### src/rtl/interval_timer_statistics_core_assert.svh
// assertion macros used by the engine
`ifndef INTERVAL_TIMER_STATISTICS_CORE_ASSERT_SVH
`define INTERVAL_TIMER_STATISTICS_CORE_ASSERT_SVH

// same-cycle implication, checked outside reset
`define ITS_ASSERT_NOW(lbl, ck, rn, ante, cons, msg) \
    lbl: assert property (@(posedge ck) disable iff (!rn) (ante) |-> (cons)) else $error(msg);

// next-cycle implication, checked outside reset
`define ITS_ASSERT_NEXT(lbl, ck, rn, ante, cons, msg) \
    lbl: assert property (@(posedge ck) disable iff (!rn) (ante) |=> (cons)) else $error(msg);

`endif

### src/rtl/itstat_pkg.sv
`timescale 1ns / 1ps

package itstat_pkg;

    localparam int TIME_BITS = 32;
    localparam int FRAC_BITS = 16;
    localparam int MEAN_BITS = TIME_BITS + FRAC_BITS;
    localparam int SUM_BITS  = 64;
    localparam int ALU_BITS  = MEAN_BITS + 1;
    localparam int STEP_BITS = 6;
    localparam logic [STEP_BITS-1:0] LAST_STEP = STEP_BITS'(MEAN_BITS - 1);

    typedef enum logic [2:0] {
        OP_START     = 3'd0,
        OP_PAUSE     = 3'd1,
        OP_STOP      = 3'd2,
        OP_CLEAR_ALL = 3'd3,
        OP_CLEAR_CUR = 3'd4,
        OP_SAMPLE    = 3'd5
    } op_t;

    // statistics snapshot handed from the engine to the output stage
    typedef struct packed {
        logic                 paused;
        logic                 running;
        logic [SUM_BITS-1:0]  m2;
        logic [MEAN_BITS-1:0] mean;
        logic [TIME_BITS-1:0] max_dur;
        logic [TIME_BITS-1:0] min_dur;
        logic [SUM_BITS-1:0]  total;
        logic [TIME_BITS-1:0] last_dur;
        logic [TIME_BITS-1:0] count;
    } result_t;

endpackage

### src/rtl/itstat_addsub.sv
`timescale 1ns / 1ps

module itstat_addsub
    import itstat_pkg::*;
(
    input  logic [ALU_BITS-1:0] a,
    input  logic [ALU_BITS-1:0] b,
    input  logic                sub,
    output logic [ALU_BITS:0]   sum
);

    // single adder, b inverted with carry-in for subtraction
    assign sum = {1'b0, a} + ({1'b0, b} ^ {(ALU_BITS + 1){sub}})
               + {{ALU_BITS{1'b0}}, sub};

endmodule

### src/rtl/itstat_engine.sv
`timescale 1ns / 1ps
`include "interval_timer_statistics_core_assert.svh"

module itstat_engine
    import itstat_pkg::*;
(
    input  logic                 clk,
    input  logic                 rst_n,
    input  logic                 in_valid,
    output logic                 in_ready,
    input  logic [2:0]           in_op,
    input  logic [TIME_BITS-1:0] in_now,
    input  logic [TIME_BITS-1:0] in_begin,
    input  logic [TIME_BITS-1:0] in_end,
    input  logic                 out_free,
    output logic                 done,
    output result_t              res
);

    typedef enum logic [3:0] {
        ST_IDLE, ST_PREP, ST_REC, ST_DIV, ST_MEAN, ST_MAG, ST_MUL, ST_ACC, ST_FIN
    } state_t;

    state_t               state_reg, state_next;
    logic [2:0]           op_reg, op_next;
    logic [TIME_BITS-1:0] now_reg, now_next;
    logic [TIME_BITS-1:0] beg_reg, beg_next;
    logic [TIME_BITS-1:0] end_reg, end_next;
    logic                 running_reg, running_next;
    logic [TIME_BITS-1:0] start_reg, start_next;
    logic [TIME_BITS-1:0] acc_reg, acc_next;
    logic [TIME_BITS-1:0] count_reg, count_next;
    logic [TIME_BITS-1:0] latest_reg, latest_next;
    logic [TIME_BITS-1:0] last_reg, last_next;
    logic [SUM_BITS-1:0]  total_reg, total_next;
    logic [MEAN_BITS-1:0] mean_reg, mean_next;
    logic [SUM_BITS-1:0]  m2_reg, m2_next;
    logic [TIME_BITS-1:0] min_reg, min_next;
    logic [TIME_BITS-1:0] max_reg, max_next;
    logic [TIME_BITS-1:0] d_reg, d_next;
    logic                 neg_reg, neg_next;
    logic [MEAN_BITS-1:0] mag1_reg, mag1_next;
    logic [MEAN_BITS-1:0] quo_reg, quo_next;
    logic [TIME_BITS-1:0] rem_reg, rem_next;
    logic [MEAN_BITS-1:0] hi_reg, hi_next;
    logic [MEAN_BITS-1:0] lo_reg, lo_next;
    logic [STEP_BITS-1:0] step_reg, step_next;

    logic [ALU_BITS-1:0]  unit_a, unit_b;
    logic                 unit_sub;
    logic [ALU_BITS:0]    unit_sum;

    logic [TIME_BITS:0]   run_sum;
    logic [TIME_BITS-1:0] run_dur;
    logic [TIME_BITS-1:0] sample_dur;
    logic [MEAN_BITS-1:0] x_val;
    logic                 x_neg;
    logic [TIME_BITS:0]   rem_sh;
    logic                 div_ge;
    logic [SUM_BITS:0]    total_sum;
    logic [SUM_BITS:0]    m2_sum;
    logic [SUM_BITS-1:0]  prod_sh;

    // shared add / subtract unit
    itstat_addsub u_addsub (
        .a   (unit_a),
        .b   (unit_b),
        .sub (unit_sub),
        .sum (unit_sum)
    );

    // helpers
    assign run_sum    = {1'b0, acc_reg} + {1'b0, now_reg - start_reg};
    assign run_dur    = run_sum[TIME_BITS] ? {TIME_BITS{1'b1}} : run_sum[TIME_BITS-1:0];
    assign sample_dur = end_reg - beg_reg;
    assign x_val      = {d_reg, {FRAC_BITS{1'b0}}};
    assign x_neg      = x_val < mean_reg;
    assign rem_sh     = {rem_reg, quo_reg[MEAN_BITS-1]};
    assign div_ge     = !unit_sum[ALU_BITS];
    assign total_sum  = {1'b0, total_reg} + {{(SUM_BITS - TIME_BITS + 1){1'b0}}, d_reg};
    assign prod_sh    = {hi_reg, lo_reg[MEAN_BITS-1:2*FRAC_BITS]};
    assign m2_sum     = {1'b0, m2_reg} + {1'b0, prod_sh};

    assign in_ready = (state_reg == ST_IDLE);

    // statistics snapshot
    always_comb
    begin
        res.count    = count_reg;
        res.last_dur = last_reg;
        res.total    = total_reg;
        res.min_dur  = min_reg;
        res.max_dur  = max_reg;
        res.mean     = mean_reg;
        res.m2       = m2_reg;
        res.running  = running_reg;
        res.paused   = !running_reg && (acc_reg != '0);
    end

    // sequencer
    always_comb
    begin
        state_next   = state_reg;
        op_next      = op_reg;
        now_next     = now_reg;
        beg_next     = beg_reg;
        end_next     = end_reg;
        running_next = running_reg;
        start_next   = start_reg;
        acc_next     = acc_reg;
        count_next   = count_reg;
        latest_next  = latest_reg;
        last_next    = last_reg;
        total_next   = total_reg;
        mean_next    = mean_reg;
        m2_next      = m2_reg;
        min_next     = min_reg;
        max_next     = max_reg;
        d_next       = d_reg;
        neg_next     = neg_reg;
        mag1_next    = mag1_reg;
        quo_next     = quo_reg;
        rem_next     = rem_reg;
        hi_next      = hi_reg;
        lo_next      = lo_reg;
        step_next    = step_reg;
        unit_a       = '0;
        unit_b       = '0;
        unit_sub     = 1'b0;
        done         = 1'b0;

        unique case (state_reg)
            ST_IDLE:
            begin
                if (in_valid)
                begin
                    op_next    = in_op;
                    now_next   = in_now;
                    beg_next   = in_begin;
                    end_next   = in_end;
                    state_next = ST_PREP;
                end
            end
            ST_PREP:
            begin
                state_next = ST_FIN;
                unique case (op_t'(op_reg))
                    OP_START:
                    begin
                        running_next = 1'b1;
                        start_next   = now_reg;
                    end
                    OP_PAUSE:
                    begin
                        if (running_reg)
                        begin
                            acc_next     = run_dur;
                            running_next = 1'b0;
                            start_next   = '0;
                        end
                    end
                    OP_STOP:
                    begin
                        if (running_reg || (acc_reg != '0))
                        begin
                            d_next       = running_reg ? run_dur : acc_reg;
                            last_next    = running_reg ? run_dur : acc_reg;
                            latest_next  = now_reg;
                            running_next = 1'b0;
                            start_next   = '0;
                            acc_next     = '0;
                            state_next   = ST_REC;
                        end
                    end
                    OP_CLEAR_ALL:
                    begin
                        running_next = 1'b0;
                        start_next   = '0;
                        acc_next     = '0;
                        count_next   = '0;
                        latest_next  = '0;
                        last_next    = '0;
                        total_next   = '0;
                        mean_next    = '0;
                        m2_next      = '0;
                        min_next     = '1;
                        max_next     = '0;
                    end
                    OP_CLEAR_CUR:
                    begin
                        running_next = 1'b0;
                        start_next   = '0;
                        acc_next     = '0;
                    end
                    OP_SAMPLE:
                    begin
                        d_next = sample_dur;
                        if (latest_reg < end_reg)
                        begin
                            latest_next = end_reg;
                            last_next   = sample_dur;
                        end
                        state_next = ST_REC;
                    end
                    default:
                    begin
                    end
                endcase
            end
            ST_REC:
            begin
                if (count_reg != '1)
                    count_next = count_reg + 1'b1;
                total_next = total_sum[SUM_BITS] ? '1 : total_sum[SUM_BITS-1:0];
                if (d_reg < min_reg)
                    min_next = d_reg;
                if (d_reg > max_reg)
                    max_next = d_reg;
                // magnitude of x - mean
                neg_next   = x_neg;
                unit_a     = x_neg ? {1'b0, mean_reg} : {1'b0, x_val};
                unit_b     = x_neg ? {1'b0, x_val} : {1'b0, mean_reg};
                unit_sub   = 1'b1;
                mag1_next  = unit_sum[MEAN_BITS-1:0];
                quo_next   = unit_sum[MEAN_BITS-1:0];
                rem_next   = '0;
                step_next  = '0;
                state_next = ST_DIV;
            end
            ST_DIV:
            begin
                // restoring division, one quotient bit per cycle
                unit_a    = {{(ALU_BITS - TIME_BITS - 1){1'b0}}, rem_sh};
                unit_b    = {{(ALU_BITS - TIME_BITS){1'b0}}, count_reg};
                unit_sub  = 1'b1;
                rem_next  = div_ge ? unit_sum[TIME_BITS-1:0] : rem_sh[TIME_BITS-1:0];
                quo_next  = {quo_reg[MEAN_BITS-2:0], div_ge};
                step_next = step_reg + 1'b1;
                if (step_reg == LAST_STEP)
                    state_next = ST_MEAN;
            end
            ST_MEAN:
            begin
                unit_a     = {1'b0, mean_reg};
                unit_b     = {1'b0, quo_reg};
                unit_sub   = neg_reg;
                mean_next  = unit_sum[MEAN_BITS-1:0];
                state_next = ST_MAG;
            end
            ST_MAG:
            begin
                unit_a     = neg_reg ? {1'b0, mean_reg} : {1'b0, x_val};
                unit_b     = neg_reg ? {1'b0, x_val} : {1'b0, mean_reg};
                unit_sub   = 1'b1;
                lo_next    = unit_sum[MEAN_BITS-1:0];
                hi_next    = '0;
                step_next  = '0;
                state_next = ST_MUL;
            end
            ST_MUL:
            begin
                // shift-add multiply, one multiplier bit per cycle
                unit_a    = {1'b0, hi_reg};
                unit_b    = lo_reg[0] ? {1'b0, mag1_reg} : '0;
                hi_next   = unit_sum[MEAN_BITS:1];
                lo_next   = {unit_sum[0], lo_reg[MEAN_BITS-1:1]};
                step_next = step_reg + 1'b1;
                if (step_reg == LAST_STEP)
                    state_next = ST_ACC;
            end
            ST_ACC:
            begin
                m2_next    = m2_sum[SUM_BITS] ? '1 : m2_sum[SUM_BITS-1:0];
                state_next = ST_FIN;
            end
            ST_FIN:
            begin
                if (out_free)
                begin
                    done       = 1'b1;
                    state_next = ST_IDLE;
                end
            end
            default:
            begin
                state_next = ST_IDLE;
            end
        endcase
    end

    // state and registers
    always_ff @(posedge clk or negedge rst_n)
    begin
        if (!rst_n)
        begin
            state_reg   <= ST_IDLE;
            op_reg      <= '0;
            now_reg     <= '0;
            beg_reg     <= '0;
            end_reg     <= '0;
            running_reg <= 1'b0;
            start_reg   <= '0;
            acc_reg     <= '0;
            count_reg   <= '0;
            latest_reg  <= '0;
            last_reg    <= '0;
            total_reg   <= '0;
            mean_reg    <= '0;
            m2_reg      <= '0;
            min_reg     <= '1;
            max_reg     <= '0;
            d_reg       <= '0;
            neg_reg     <= 1'b0;
            mag1_reg    <= '0;
            quo_reg     <= '0;
            rem_reg     <= '0;
            hi_reg      <= '0;
            lo_reg      <= '0;
            step_reg    <= '0;
        end
        else
        begin
            state_reg   <= state_next;
            op_reg      <= op_next;
            now_reg     <= now_next;
            beg_reg     <= beg_next;
            end_reg     <= end_next;
            running_reg <= running_next;
            start_reg   <= start_next;
            acc_reg     <= acc_next;
            count_reg   <= count_next;
            latest_reg  <= latest_next;
            last_reg    <= last_next;
            total_reg   <= total_next;
            mean_reg    <= mean_next;
            m2_reg      <= m2_next;
            min_reg     <= min_next;
            max_reg     <= max_next;
            d_reg       <= d_next;
            neg_reg     <= neg_next;
            mag1_reg    <= mag1_next;
            quo_reg     <= quo_next;
            rem_reg     <= rem_next;
            hi_reg      <= hi_next;
            lo_reg      <= lo_next;
            step_reg    <= step_next;
        end
    end

    // checks
    `ITS_ASSERT_NOW(a_done_free, clk, rst_n, done, out_free, "result issued with output full")
    `ITS_ASSERT_NOW(a_div_nonzero, clk, rst_n, state_reg == ST_DIV, count_reg != '0,
        "division by zero count")
    `ITS_ASSERT_NOW(a_min_max, clk, rst_n, count_reg != '0, min_reg <= max_reg,
        "min above max")
    `ITS_ASSERT_NEXT(a_div_end, clk, rst_n, state_reg == ST_DIV && step_reg == LAST_STEP,
        state_reg == ST_MEAN, "division did not end on time")

endmodule

### src/rtl/interval_timer_statistics_core.sv
// sequence: a simple command passes through the prepare and finish states and then the
// output register; a recorded interval (stop or add sample) also runs a 48-step restoring
// divide and a 48-step shift-add multiply, which share one 49-bit adder
// throughput: one command in flight; the next is taken once the result is registered,
// and a result waits in the finish state while the output is full and m_tready is low
// reset (rst_n low, asynchronous) clears all statistics, min to all ones, timer idle
`timescale 1ns / 1ps

module interval_timer_statistics_core
    import itstat_pkg::*;
(
    input  logic         clk,
    input  logic         rst_n,
    input  logic         s_tvalid,
    output logic         s_tready,
    input  logic [2:0]   s_tuser,   // op
    input  logic [95:0]  s_tdata,   // now_stamp, sample_begin, sample_end
    output logic         m_tvalid,
    input  logic         m_tready,
    // sample_count, last_duration, total_duration, min_duration, max_duration,
    // mean_duration, squared_diff_sum, is_running, is_paused, zero pad
    output logic [311:0] m_tdata
);

    logic          out_free;
    logic          done;
    result_t       res;
    logic          m_tvalid_reg, m_tvalid_next;
    logic [311:0]  m_tdata_reg, m_tdata_next;

    itstat_engine u_engine (
        .clk      (clk),
        .rst_n    (rst_n),
        .in_valid (s_tvalid),
        .in_ready (s_tready),
        .in_op    (s_tuser),
        .in_now   (s_tdata[31:0]),
        .in_begin (s_tdata[63:32]),
        .in_end   (s_tdata[95:64]),
        .out_free (out_free),
        .done     (done),
        .res      (res)
    );

    assign out_free = !m_tvalid_reg || m_tready;

    // output register
    always_comb
    begin
        m_tvalid_next = m_tvalid_reg;
        m_tdata_next  = m_tdata_reg;
        if (done)
        begin
            m_tvalid_next = 1'b1;
            m_tdata_next  = {6'd0, res.paused, res.running, res.m2, res.mean, res.max_dur,
                             res.min_dur, res.total, res.last_dur, res.count};
        end
        else if (m_tready)
        begin
            m_tvalid_next = 1'b0;
        end
    end

    always_ff @(posedge clk or negedge rst_n)
    begin
        if (!rst_n)
        begin
            m_tvalid_reg <= 1'b0;
            m_tdata_reg  <= '0;
        end
        else
        begin
            m_tvalid_reg <= m_tvalid_next;
            m_tdata_reg  <= m_tdata_next;
        end
    end

    assign m_tvalid = m_tvalid_reg;
    assign m_tdata  = m_tdata_reg;

endmodule
### config.mk
export PLATFORM = sky130hd
export DESIGN_NAME = interval_timer_statistics_core
export DESIGN_NICKNAME = d
export VERILOG_FILES = /design/src/rtl/itstat_pkg.sv /design/src/rtl/itstat_addsub.sv /design/src/rtl/itstat_engine.sv /design/src/rtl/interval_timer_statistics_core.sv
export VERILOG_INCLUDE_DIRS = /design/src /design/src/rtl
export SDC_FILE = /design/constraint.sdc
export NUM_CORES = 2
export LEC_CHECK = 0
export BUFFER_PORTS_ARGS = -buffer_cell sky130_fd_sc_hd__buf_2
export CORE_ASPECT_RATIO = 0.6
export CORE_MARGIN = 5
export CORE_UTILIZATION = 55
export DETAILED_ROUTE_END_ITERATION = 16
export GPL_TIMING_DRIVEN = 0
export HOLD_SLACK_MARGIN = 0.02
export PLACE_DENSITY = 0.74
export REMOVE_ABC_BUFFERS = 1
export SYNTH_ARGS = -nofsm -noshare
export SYNTH_HDL_FRONTEND = slang
export SYNTH_SLANG_ARGS = --single-unit
export TNS_END_PERCENT = 50
### constraint.sdc
create_clock -name clk -period 8.5 [get_ports clk]
set_input_delay 0.425 -clock clk [delete_from_list [all_inputs] [get_ports clk]]
set_output_delay 0.425 -clock clk [all_outputs]
set_load 0.05 [all_outputs]
==> impl_metrics.ini <==
[run_status]
status = complete, but fails checks
violations = max-capacitance violations, max-slew violations

[sta]
slew_viol_final = 33
setup_viol_count_final = 0
tightest_slew_ps = 1520
min_period_ps = 8250
hold_violations = 0
hold_ws_ps = 157
rsz0062_at_grt = no
relSlewSlack_pct = -1.05
tns_ps = 0
max_freq_mhz = 121
skew_ps = 32.5
setup_slack_ps = 247
fin_crit_sh_pct = 97.1

[drt]
num_vias = 53400
viasPerCell = 6.38
detail-route-antenna-nets = 0
drt_iter0_markers = 6974
dr.pass1.iters = 8
drc_errors = 0
postRouteWirelength_mm = 199
wl_per_cell_um = 23.8

[setup_path]
critPathTopFamily = compound AO/OA/AOI/OAI gates
max_stage_delay_ps = 740
crit_path_cell_trace = ha_1 -> a21oi_1 -> o21ai_0 -> a221oi_1 -> o211a_2 -> nand2_1 -> o21ai_1 -> nand2b_4 -> buf_12 -> nand2_1 -> nand2_1 -> ha_1 -> a21o_1 -> o21bai_1 -> a21oi_1 -> nor2_1 -> nor2_1 -> o221ai_1 -> or2_2 -> nand2b_1 -> o2111a_2 -> o21ai_4 -> a21oi_1 -> a221o_1
crit_path_top_delay_cell = dfrtp_1
cp-start-kind = flop
rrSetupSlack_ps = 250
critical_path.max_fanout = 31
r2r_cells = 24
r2r-start = u_engine.d_reg[24]
timing.rr.end = u_engine.rem_reg[26]
critical_path_class = reg -> reg
cp.arrival_ps = 8850
crit_path_end_kind = flop
worstPathRequired_ps = 9100
critPathBufInv = 1

[synthesis]
ys_ff_latch = 1074
synth-edff-count = 0
ys_seq_area_share_pct = 43.9
synth_top_cell_area_share_pct = 42.6
ys_warn_count = 0
yosys_most_used_dff = dfrtp_1
async_reset_ff_share_pct = 100
synthTopCellsByArea = dfrtp_1 (43%), ha_1 (7.5%), mux2_2 (5.7%)
synth.distinct_cells = 109
synthCells = 6467
yosys.area.top_type = dfrtp_1
synth.avg_cell_area_um2 = 9.48
synth_area_um2 = 61300

[die]
dieArea_um2 = 118000
core_area_um2 = 110000
start_util_pct = 55.7
die-height_um = 269
io_pins = 417
rows = 94
die_w_um = 441

[global_routing]
grt_pass1_wl_mm = 305
grt_usage_pct = 32.9
grt_pass1_vias = 50900
grt_overflow = 0
grt_start_max_net_pins = 163
antenna_found_initial = 5

[pwr]
power_density_nw_per_um2 = 386
pwr-share-seq_pct = 30.4
p_comb_share_pct = 50.8
power.share.clock_pct = 18.7
leakagePower_nw = 33.6
p_sw_w = 0.0125
swShare_pct = 46.2
p_int_w = 0.0146
irDropWorstVdd_v = 0.000310

[finish]
regArea_um2 = 26900
drive_gt1_share_pct = 16.1
area.growth.synth_to_final_pct = 14.4
num-fill-cells = 8915
multi_input_area_um2 = 32000
largest_reg_flops = 306
nets = 7269

[clock_network]
cts_root_buffer = clkbuf_16
clkTransAtPathRegs_ps = 70
cts_buffer_depth = 3
postCtsSetupRepairBufs = 0
htree_levels = 3
cts_buffers = 101
clock_sinks = 1074
cts_tree = done
clk_latency_ps = 740

[job]
drv_cap = 1

[hold_path]
hold_end = u_engine.state_reg[0]
min_path_cells = 5
min_from = s_tvalid
hold_path.class = in -> reg

[placement]
preCtsSetupSlack_ps = -364
port_buffers = 410
place_congestion = 0.965
post-dp-hpwl_mm = 142
-- area by class of cell --
class / count / area share (%)
well taps: 1488 / 2.66
clock buffers: 133 / 4.01
multi-input cells: 4724 / 45.6
inverters: 311 / 1.66
flip-flops and latches: 1074 / 38.4
diodes: 2 / 0.00714
clock inverters: 53 / 1.20
repair buffers: 583 / 6.42
-- kinds of logic after synthesis --
group	Yosys count	synth area share, %
AO/OA/AOI/OAI	1988	21.1
other	1	0.00612
flip-flops	1074	43.9
buffers and inverters	674	4.25
adder cells (fa/ha/maj)	371	7.65
AND/OR/NAND/NOR	1726	12.7
multiplexers	362	6.55
XOR/XNOR	271	3.87
-- tightest hold or removal path, stage by stage --
cell and delay, ps:
buf_2 150, nor2_1 90, nor2_1 40, nor2_1 70, a2111oi_0 70
-- per-stage QoR --
stage	instance area, um^2	instances	total power, W	utilization [%]
floorplan	59900	6109	0.0173	-
global placement	63800	8007	0.0211	57.9
detailed placement	65400	8079	0.0215	59.4
CTS	70100	8365	0.0267	63.7
global route	70100	8366	0.0286	63.7
finish	70100	8368	0.0271	63.7
-- metal layers --
metal / track usage (%) / wire length, um / up-vias / share of wire, %
li1: - / - / 24000 / -
met2: 46.1 / 81200 / 2828 / 41
met1: 48.5 / 85800 / 26100 / 43
met5: 0 / 0 / - / 0
met4: 11.9 / 8360 / 0 / 4.2
met3: 9.34 / 23400 / 446 / 12
-- Yosys cell counts, drive strengths merged, types with 59 or more instances --
master / number
dfrtp: 1042
nand2: 781
o21ai: 577
a21oi: 495
nor2: 369
ha: 365
clkbuf: 322
inv: 310
mux2: 310
a21o: 189
xnor2: 163
nand3: 154
xor2: 108
a31oi: 104
a22o: 83
nor3: 83
o21a: 76
a222oi: 74
nand4: 65
a22oi: 59
-- what timing repair did --
item,4_1_cts,5_1_grt
hold buffers,100,0
gates resized for setup,1,15
endpoints found under the setup margin,27,73
pin swaps,0,0
endpoints found under the hold margin,191,0
-- power groups by stage --
stage               clock network (W)  logic (W)  registers (W)
detailed placement                  0     0.0132        0.00821
finish                        0.00508     0.0138        0.00825
global route                  0.00537     0.0149        0.00836
floorplan                           0    0.00879        0.00855
global placement                    0     0.0129        0.00824
CTS                           0.00515     0.0134        0.00814
-- placed cells by master, fill, tap and decap left out, types with 58 or more instances in the layout --
cell type         n
dfrtp_1        1030
nand2_1         773
o21ai_0         564
a21oi_1         493
buf_2           409
ha_1            365
nor2_1          364
mux2_2          310
inv_1           309
a21o_1          188
xnor2_1         163
nand3_1         153
xor2_1          108
a31oi_1         102
clkbuf_16       102
dlygate4sd3_1   100
a22o_1           83
nor3_1           78
o21a_1           75
a222oi_1         74
nand4_1          65
a22oi_1          58
-- worst max path at each step --
| stage | cells after the start | end | slack (ps) | from |
|---|---|---|---|---|
| after CTS | 26 | u_engine.rem_reg[13] | 70 | u_engine.d_reg[3] |
| after floorplan | 4 | m_tdata[0] | -2600 | u_engine.state_reg[0] |
| after detailed placement | 26 | u_engine.rem_reg[13] | -360 | u_engine.d_reg[3] |
| final | 24 | u_engine.rem_reg[26] | 250 | u_engine.d_reg[24] |
| after global placement | 1 | u_engine.beg_reg[3] | -16840 | rst_n |
| after global routing | 26 | u_engine.rem_reg[9] | 100 | u_engine.d_reg[3] |
(Power assumes the default switching activity.)
